--- config.mk ---
export PLATFORM = sky130hd
export DESIGN_NAME = polygon_support_point
export DESIGN_NICKNAME = d
export VERILOG_FILES = /design/src/rtl/psp_pkg.sv /design/src/rtl/psp_ram.sv /design/src/rtl/polygon_support_point.sv
export SDC_FILE = /design/constraint.sdc
export NUM_CORES = 2
export LEC_CHECK = 0
export BUFFER_PORTS_ARGS = -buffer_cell sky130_fd_sc_hd__buf_2
export CAP_MARGIN = 20
export CORE_MARGIN = 2
export CORE_UTILIZATION = 53
export DETAILED_ROUTE_END_ITERATION = 10
export GPL_TIMING_DRIVEN = 0
export PLACE_DENSITY = 0.79
export SLEW_MARGIN = 25
export SYNTH_ARGS = -nofsm -noshare
export SYNTH_HDL_FRONTEND = slang
export SYNTH_SLANG_ARGS = --single-unit
--- constraint.sdc ---
create_clock -name aclk -period 22.3 [get_ports aclk]
set_clock_uncertainty 0.05 [all_clocks]
set_input_delay 4.46 -clock aclk [delete_from_list [all_inputs] [get_ports aclk]]
set_output_delay 4.46 -clock aclk [all_outputs]
set_load 0.01 [all_outputs]
--- src/rtl/psp_pkg.sv ---
// ============================================================================
// psp_pkg - shared types and constants for the polygon support point block
// Holds the field widths, item codes and sequencer states. It also holds the
// saturating coordinate add that the datapath uses.
// ============================================================================
package psp_pkg;

    // field widths
    localparam int COORD_W   = 32;
    localparam int SLOT_W    = 4;
    localparam int COUNT_W   = 5;
    localparam int KIND_W    = 1;

    // default table depth and register reset
    localparam int                 DEFAULT_MAX_VERTICES = 16;
    localparam logic [COUNT_W-1:0] COUNT_RESET          = 5'd3;

    // beat packing, first field in the lowest bits
    localparam int S_DATA_RAW_W = SLOT_W + 6 * COORD_W;
    localparam int S_DATA_W     = ((S_DATA_RAW_W + 7) / 8) * 8;
    localparam int M_DATA_RAW_W = 2 * COORD_W + SLOT_W;
    localparam int M_DATA_W     = ((M_DATA_RAW_W + 7) / 8) * 8;

    // item kind codes
    localparam logic [KIND_W-1:0] KIND_LOAD  = 1'b0;
    localparam logic [KIND_W-1:0] KIND_QUERY = 1'b1;

    // sequencer states
    typedef enum logic [2:0] {
        ST_IDLE,
        ST_FETCH,
        ST_TRANS,
        ST_MUL_X,
        ST_MUL_Y,
        ST_ACC,
        ST_OUT
    } psp_state_t;

    // signed add saturated to the coordinate range
    function automatic logic signed [COORD_W-1:0] sat_add(
        input logic signed [COORD_W-1:0] a,
        input logic signed [COORD_W-1:0] b
    );
        logic [COORD_W:0] s;
        s = {a[COORD_W-1], a} + {b[COORD_W-1], b};
        if (s[COORD_W] != s[COORD_W-1]) begin
            sat_add = s[COORD_W] ? {1'b1, {(COORD_W-1){1'b0}}}
                                 : {1'b0, {(COORD_W-1){1'b1}}};
        end else begin
            sat_add = s[COORD_W-1:0];
        end
    endfunction

endpackage

--- src/rtl/psp_ram.sv ---
// ============================================================================
// psp_ram - generic single write port RAM with registered read
// One write and one read address per cycle; read data appears in the cycle
// after the address. Contents are undefined until written.
// ============================================================================
module psp_ram #(
    parameter int WIDTH = 64,
    parameter int DEPTH = 16
) (
    input  logic                     clk,
    input  logic                     we,
    input  logic [$clog2(DEPTH)-1:0] waddr,
    input  logic [WIDTH-1:0]         wdata,
    input  logic [$clog2(DEPTH)-1:0] raddr,
    output logic [WIDTH-1:0]         rdata
);

    logic [WIDTH-1:0] mem [DEPTH];
    logic [WIDTH-1:0] rdata_reg;

    // write port and registered read port
    always_ff @(posedge clk) begin
        if (we) begin
            mem[waddr] <= wdata;
        end
        rdata_reg <= mem[raddr];
    end

    assign rdata = rdata_reg;

endmodule

--- src/rtl/polygon_support_point.sv ---
// ============================================================================
// polygon_support_point - 2D support point search over a vertex table
// Loads Q16.16 vertices one beat at a time and answers support queries:
// the translated vertex with the greatest dot product against a direction.
// ============================================================================
//
//  channel   dir  tuser   tdata                                   result
//  s_axis    in   kind    slot, vx, vy, dir_x, dir_y, pos_x, pos_y  -
//  m_axis    out  -       support_x, support_y, support_slot       1 per query
//  cfg       in   -       vertex_count (5 bits, reset 3)           -
//
//  A query steps through FETCH, then TRANS, MUL_X and MUL_Y for each vertex in
//  use, then ACC and OUT: one shared 32x32 multiplier forms the x and y
//  products of each vertex in the successive states MUL_X and MUL_Y.
//  Reset (aresetn low, synchronous) returns the sequencer to idle; the vertex
//  table is not cleared. s_tready is low while a query runs and until its
//  result beat has been taken.
//
module polygon_support_point
    import psp_pkg::*;
#(
    parameter int MAX_VERTICES = DEFAULT_MAX_VERTICES
) (
    input  logic                aclk,
    input  logic                aresetn,
    // configuration
    input  logic                cfg_we,
    input  logic [COUNT_W-1:0]  cfg_wdata,      // vertex_count
    // input stream
    input  logic                s_tvalid,
    output logic                s_tready,
    input  logic [S_DATA_W-1:0] s_tdata,        // vertex_slot, vertex_x, vertex_y,
                                                // dir_x, dir_y, pos_x, pos_y
    input  logic [KIND_W-1:0]   s_tuser,        // kind
    // result stream
    output logic                m_tvalid,
    input  logic                m_tready,
    output logic [M_DATA_W-1:0] m_tdata         // support_x, support_y, support_slot
);

    localparam int IDX_W   = $clog2(MAX_VERTICES);
    localparam int EXT_W   = IDX_W + COUNT_W + 1;
    localparam int ENTRY_W = 2 * COORD_W;
    localparam int DOT_W   = 2 * COORD_W + 1;

    // input beat fields
    logic [SLOT_W-1:0]         in_slot;
    logic signed [COORD_W-1:0] in_vx, in_vy, in_dx, in_dy, in_px, in_py;

    assign in_slot = s_tdata[SLOT_W-1:0];
    assign in_vx   = s_tdata[SLOT_W + 1*COORD_W - 1 -: COORD_W];
    assign in_vy   = s_tdata[SLOT_W + 2*COORD_W - 1 -: COORD_W];
    assign in_dx   = s_tdata[SLOT_W + 3*COORD_W - 1 -: COORD_W];
    assign in_dy   = s_tdata[SLOT_W + 4*COORD_W - 1 -: COORD_W];
    assign in_px   = s_tdata[SLOT_W + 5*COORD_W - 1 -: COORD_W];
    assign in_py   = s_tdata[SLOT_W + 6*COORD_W - 1 -: COORD_W];

    psp_state_t state_reg, state_next;

    logic [COUNT_W-1:0]        count_reg;
    logic [IDX_W-1:0]          idx_reg, cur_reg, last_reg, best_slot_reg;
    logic                      pend_reg;
    logic signed [COORD_W-1:0] dx_reg, dy_reg, px_reg, py_reg;
    logic signed [COORD_W-1:0] tx_reg, ty_reg, best_x_reg, best_y_reg;
    logic signed [ENTRY_W-1:0] p_reg, q_reg;
    logic signed [DOT_W-1:0]   best_dot_reg;

    logic s_beat, load_beat, query_beat;
    logic trans_en, mulx_en, muly_en, acc_en;

    assign s_beat     = s_tvalid && s_tready;
    assign load_beat  = s_beat && (s_tuser == KIND_LOAD);
    assign query_beat = s_beat && (s_tuser == KIND_QUERY);

    // vertex count register
    always_ff @(posedge aclk) begin
        if (!aresetn) begin
            count_reg <= COUNT_RESET;
        end else if (cfg_we) begin
            count_reg <= cfg_wdata;
        end
    end

    // vertex table write: slots beyond the table are dropped
    logic [SLOT_W+IDX_W-1:0] slot_ext;
    logic                    tab_we;
    logic [ENTRY_W-1:0]      tab_rdata;

    assign slot_ext = {{IDX_W{1'b0}}, in_slot};
    assign tab_we   = load_beat && (slot_ext < (SLOT_W+IDX_W)'(MAX_VERTICES));

    psp_ram #(
        .WIDTH (ENTRY_W),
        .DEPTH (MAX_VERTICES)
    ) u_table (
        .clk   (aclk),
        .we    (tab_we),
        .waddr (slot_ext[IDX_W-1:0]),
        .wdata ({in_vy, in_vx}),
        .raddr (idx_reg),
        .rdata (tab_rdata)
    );

    // last index in use, count clamped to 1 .. MAX_VERTICES
    logic [EXT_W-1:0] cnt_ext, cnt_clamp, last_ext;

    always_comb begin
        cnt_ext = {{(EXT_W-COUNT_W){1'b0}}, count_reg};
        if (cnt_ext == '0) begin
            cnt_clamp = EXT_W'(1);
        end else if (cnt_ext > EXT_W'(MAX_VERTICES)) begin
            cnt_clamp = EXT_W'(MAX_VERTICES);
        end else begin
            cnt_clamp = cnt_ext;
        end
        last_ext = cnt_clamp - EXT_W'(1);
    end

    // sequencer: state register
    always_ff @(posedge aclk) begin
        if (!aresetn) begin
            state_reg <= ST_IDLE;
            pend_reg  <= 1'b0;
        end else begin
            state_reg <= state_next;
            pend_reg  <= (state_reg == ST_MUL_Y);
        end
    end

    // sequencer: next state
    always_comb begin
        state_next = state_reg;
        unique case (state_reg)
            ST_IDLE:  if (query_beat) state_next = ST_FETCH;
            ST_FETCH: state_next = ST_TRANS;
            ST_TRANS: state_next = ST_MUL_X;
            ST_MUL_X: state_next = ST_MUL_Y;
            ST_MUL_Y: state_next = (cur_reg == last_reg) ? ST_ACC : ST_TRANS;
            ST_ACC:   state_next = ST_OUT;
            ST_OUT:   if (m_tready) state_next = ST_IDLE;
            default:  state_next = ST_IDLE;
        endcase
    end

    // sequencer: outputs
    always_comb begin
        s_tready = (state_reg == ST_IDLE);
        m_tvalid = (state_reg == ST_OUT);
        trans_en = (state_reg == ST_TRANS);
        mulx_en  = (state_reg == ST_MUL_X);
        muly_en  = (state_reg == ST_MUL_Y);
        // accumulate the previous vertex while the next one is translated
        acc_en   = (state_reg == ST_ACC) || ((state_reg == ST_TRANS) && pend_reg);
    end

    // shared multiplier: x product then y product
    logic signed [COORD_W-1:0] mul_a, mul_b;
    logic signed [ENTRY_W-1:0] mul_res;

    assign mul_a   = mulx_en ? tx_reg : ty_reg;
    assign mul_b   = mulx_en ? dx_reg : dy_reg;
    // operands sign-extended to the full product width
    assign mul_res = ENTRY_W'(mul_a) * ENTRY_W'(mul_b);

    // exact 65-bit dot product and compare against the best so far
    logic signed [DOT_W-1:0] dot;
    logic                    take;

    assign dot  = $signed({p_reg[ENTRY_W-1], p_reg}) + $signed({q_reg[ENTRY_W-1], q_reg});
    assign take = (cur_reg == '0) || (dot > best_dot_reg);

    // datapath registers
    always_ff @(posedge aclk) begin
        if (query_beat) begin
            dx_reg   <= in_dx;
            dy_reg   <= in_dy;
            px_reg   <= in_px;
            py_reg   <= in_py;
            last_reg <= last_ext[IDX_W-1:0];
            idx_reg  <= '0;
        end
        if (trans_en) begin
            tx_reg  <= sat_add(tab_rdata[COORD_W-1:0], px_reg);
            ty_reg  <= sat_add(tab_rdata[ENTRY_W-1:COORD_W], py_reg);
            cur_reg <= idx_reg;
            idx_reg <= idx_reg + IDX_W'(1);
        end
        if (mulx_en) begin
            p_reg <= mul_res;
        end
        if (muly_en) begin
            q_reg <= mul_res;
        end
        if (acc_en && take) begin
            best_dot_reg  <= dot;
            best_x_reg    <= tx_reg;
            best_y_reg    <= ty_reg;
            best_slot_reg <= cur_reg;
        end
    end

    // result beat
    logic [SLOT_W+IDX_W-1:0] best_slot_ext;

    assign best_slot_ext = {{SLOT_W{1'b0}}, best_slot_reg};
    assign m_tdata = {{(M_DATA_W-M_DATA_RAW_W){1'b0}},
                      best_slot_ext[SLOT_W-1:0], best_y_reg, best_x_reg};

endmodule
==> results.json <==
{
  "syn_area_um2": 99670,
  "synthTopCellsByArea": "edfxtp_1, fa_1, mux4_2",
  "die_width_um": 437.7,
  "rsz0062_at_grt": "false",
  "drive_above_1_share": 0.1416,
  "slew_viol_final": 0,
  "critPathSlowestCell": "clkbuf_1",
  "critPathLaunchType": "flip-flop",
  "min_period_over_period": 0.5541,
  "crit_cells": 31,
  "grt-ovfl-total": 0,
  "worst_ep_required_time_ns": 22.80,
  "yosysMostFrequentCell": "edfxtp_1",
  "via_per_inst": 6.270,
  "yosys.area.top_type": "edfxtp_1",
  "antenna_found_initial": 37,
  "cts.clk_slew.worst_paths_ns": 0.06,
  "io_pins": 285,
  "drc_errors": 0,
  "cts_tree": "built",
  "h-tree-depth": 4,
  "grt_max_degree": 54,
  "yosysUniqueCellTypes": 100,
  "crit_arrival_ns": 12.86,
  "drt_iter0_markers": 7991,
  "io_buffers": 275,
  "ys_warn_count": 0,
  "synth_area_per_cell_um2": 13.41,
  "clk_latency_ns": 0.86,
  "cp_slowest_stage_delay_ns": 0.82,
  "max_slew_margin": 0.1937,
  "start_util": 0.5319,
  "core-area_um2": 187400,
  "dp_hpwl_um": 259000,
  "ant_nets": 0,
  "ff2ff_path_depth": 31,
  "cts_hold_buf": 0,
  "routed_wl_um": 353800,
  "nFillCells": 13890,
  "finalSetupViolCount": 0,
  "fin_nets": 9665,
  "gr-usage-all-layers": 0.3722,
  "status": "finished, final reports clean",
  "wl_per_cell_um": 33.25,
  "pre_cts_ws_ns": 10.28,
  "synth_edf_count": 1489,
  "max_freq_mhz": 80.92,
  "layout_setup_ws_ns": 9.943,
  "crit_fanout": 10,
  "num_vias": 66720,
  "grt_pass1_wl_um": 498500,
  "clock-sinks": 1562,
  "die_area_um2": 191500,
  "grt_pass1_vias": 69280,
  "clk_path_buf_depth": 3,
  "syn2layout_area_growth_pct": 12.31,
  "tns_ns": 0,
  "yosys-top-cells-count": "edfxtp_1, fa_1, inv_1, nand2_1, nor2_1",
  "clockRootBuffer": "clkbuf_16",
  "numCtsBuffers": 152,
  "min_path_type": "reg -> reg",
  "ctsResizeCount": 0,
  "crit_top_cell": "fa_1",
  "postCtsSetupRepairBufs": 0,
  "maxCapViolCount": 0,
  "gp_congestion": 1.067,
  "critPathKind": "reg -> reg",
  "ys_async_sr_fraction": 0,
  "worst_pin_slew_ns": 1.209,
  "seq_area_frac_synth": 0.4633,
  "largest_reg_flops": 1024,
  "drt_first_pass_iters": 8,
  "hold_depth": 0,
  "die-height_um": 437.7,
  "finalHoldViolCount": 0,
  "rows": 159,
  "ys_seq_elements": 1562,
  "path_buf_inv": 9,
  "worstSetupEndpointType": "flip-flop",
  "yosysTopAreaCellShare": 0.4486,
  "synthFlopType": "edfxtp_1",
  "period_needed_ns": 12.36,
  "critPathTopFamily": "adder cells",
  "syn_inst": 7434
}
==> layout by cell type (no fill, tap or decap), types with 30 or more instances in the layout <==
master | Yosys | final
buf_2 | 6 | 294
nor2b_1 | 30 | 30
buf_16 | 0 | 36
xor2_1 | 54 | 54
nor2_1 | 659 | 647
buf_4 | 4 | 56
clkbuf_2 | 0 | 45
nand3_1 | 62 | 62
clkbuf_16 | 0 | 152
inv_1 | 1066 | 1065
nor3_1 | 39 | 35
o21bai_1 | 30 | 30
a21o_1 | 130 | 130
ha_1 | 379 | 379
o21ai_0 | 70 | 70
nand2_1 | 768 | 768
clkbuf_1 | 244 | 255
nand4_1 | 46 | 46
mux4_2 | 320 | 320
o21a_1 | 36 | 36
xnor2_1 | 118 | 118
edfxtp_1 | 1489 | 1489
dfxtp_1 | 73 | 73
o21ai_1 | 37 | 37
a21oi_1 | 202 | 200
fa_1 | 1085 | 1084
==> stage by stage <==
stage	cells	area [µm²]	hold WS (ns)	utilization
2_1_floorplan	7437	99680	0.3959	-
3_3_place_gp	10210	104200	0.4147	0.5559
3_5_place_dp	10330	106600	0.4118	0.5689
4_1_cts	10610	111800	0.4310	0.5967
5_1_grt	10620	111900	0.4550	0.5971
6_report	10640	111900	0.4321	0.5974
==> area by class of cell <==
class                      count  area, µm²  area share
clock inverter                80       1122     0.01003
timing repair buffer         399       3372     0.03012
clock buffer                 203       4095     0.03658
inverter                    1069       4015     0.03587
sequential                  1562      46170      0.4125
antenna                       28      70.07   0.0006259
multi-input combinational   4514      48750      0.4355
tap                         2495       3122     0.02789
buffer                       292       1225     0.01094
==> per-layer routing <==
layer,up-vias,track usage,wire length (µm)
met5,-,0,243
met4,36,0.2998,36050
met3,1460,0.09835,37460
met2,4968,0.5929,164600
met1,33690,0.4259,115400
li1,26570,-,-
==> logic make-up (layout without fill, tap and decap cells) <==
logic type | count (synthesis) | after routing | share of synthesized area
AO/OA/AOI/OAI | 694 | 694 | 0.04682
buffers and inverters | 1361 | 2043 | 0.05178
adder cells (fa/ha/maj) | 1500 | 1500 | 0.2695
flip-flops | 1562 | 1562 | 0.4633
AND/OR/NAND/NOR | 1753 | 1753 | 0.07400
XOR/XNOR | 173 | 173 | 0.01528
multiplexers | 390 | 390 | 0.07934
other | 1 | 32 | 0.00003762
==> final timing paths <==
kind                     start    endpoint  slack, ns
setup / recovery  state_reg[0]   p_reg[63]       9.94
hold / removal      idx_reg[3]  cur_reg[3]       0.43
setup reg to reg  state_reg[0]   p_reg[63]       9.94
hold reg to reg     idx_reg[3]  cur_reg[3]       0.43
Power is not shown: default switching activity piles up to over one toggle a cycle in this logic, so the estimate is an artifact.
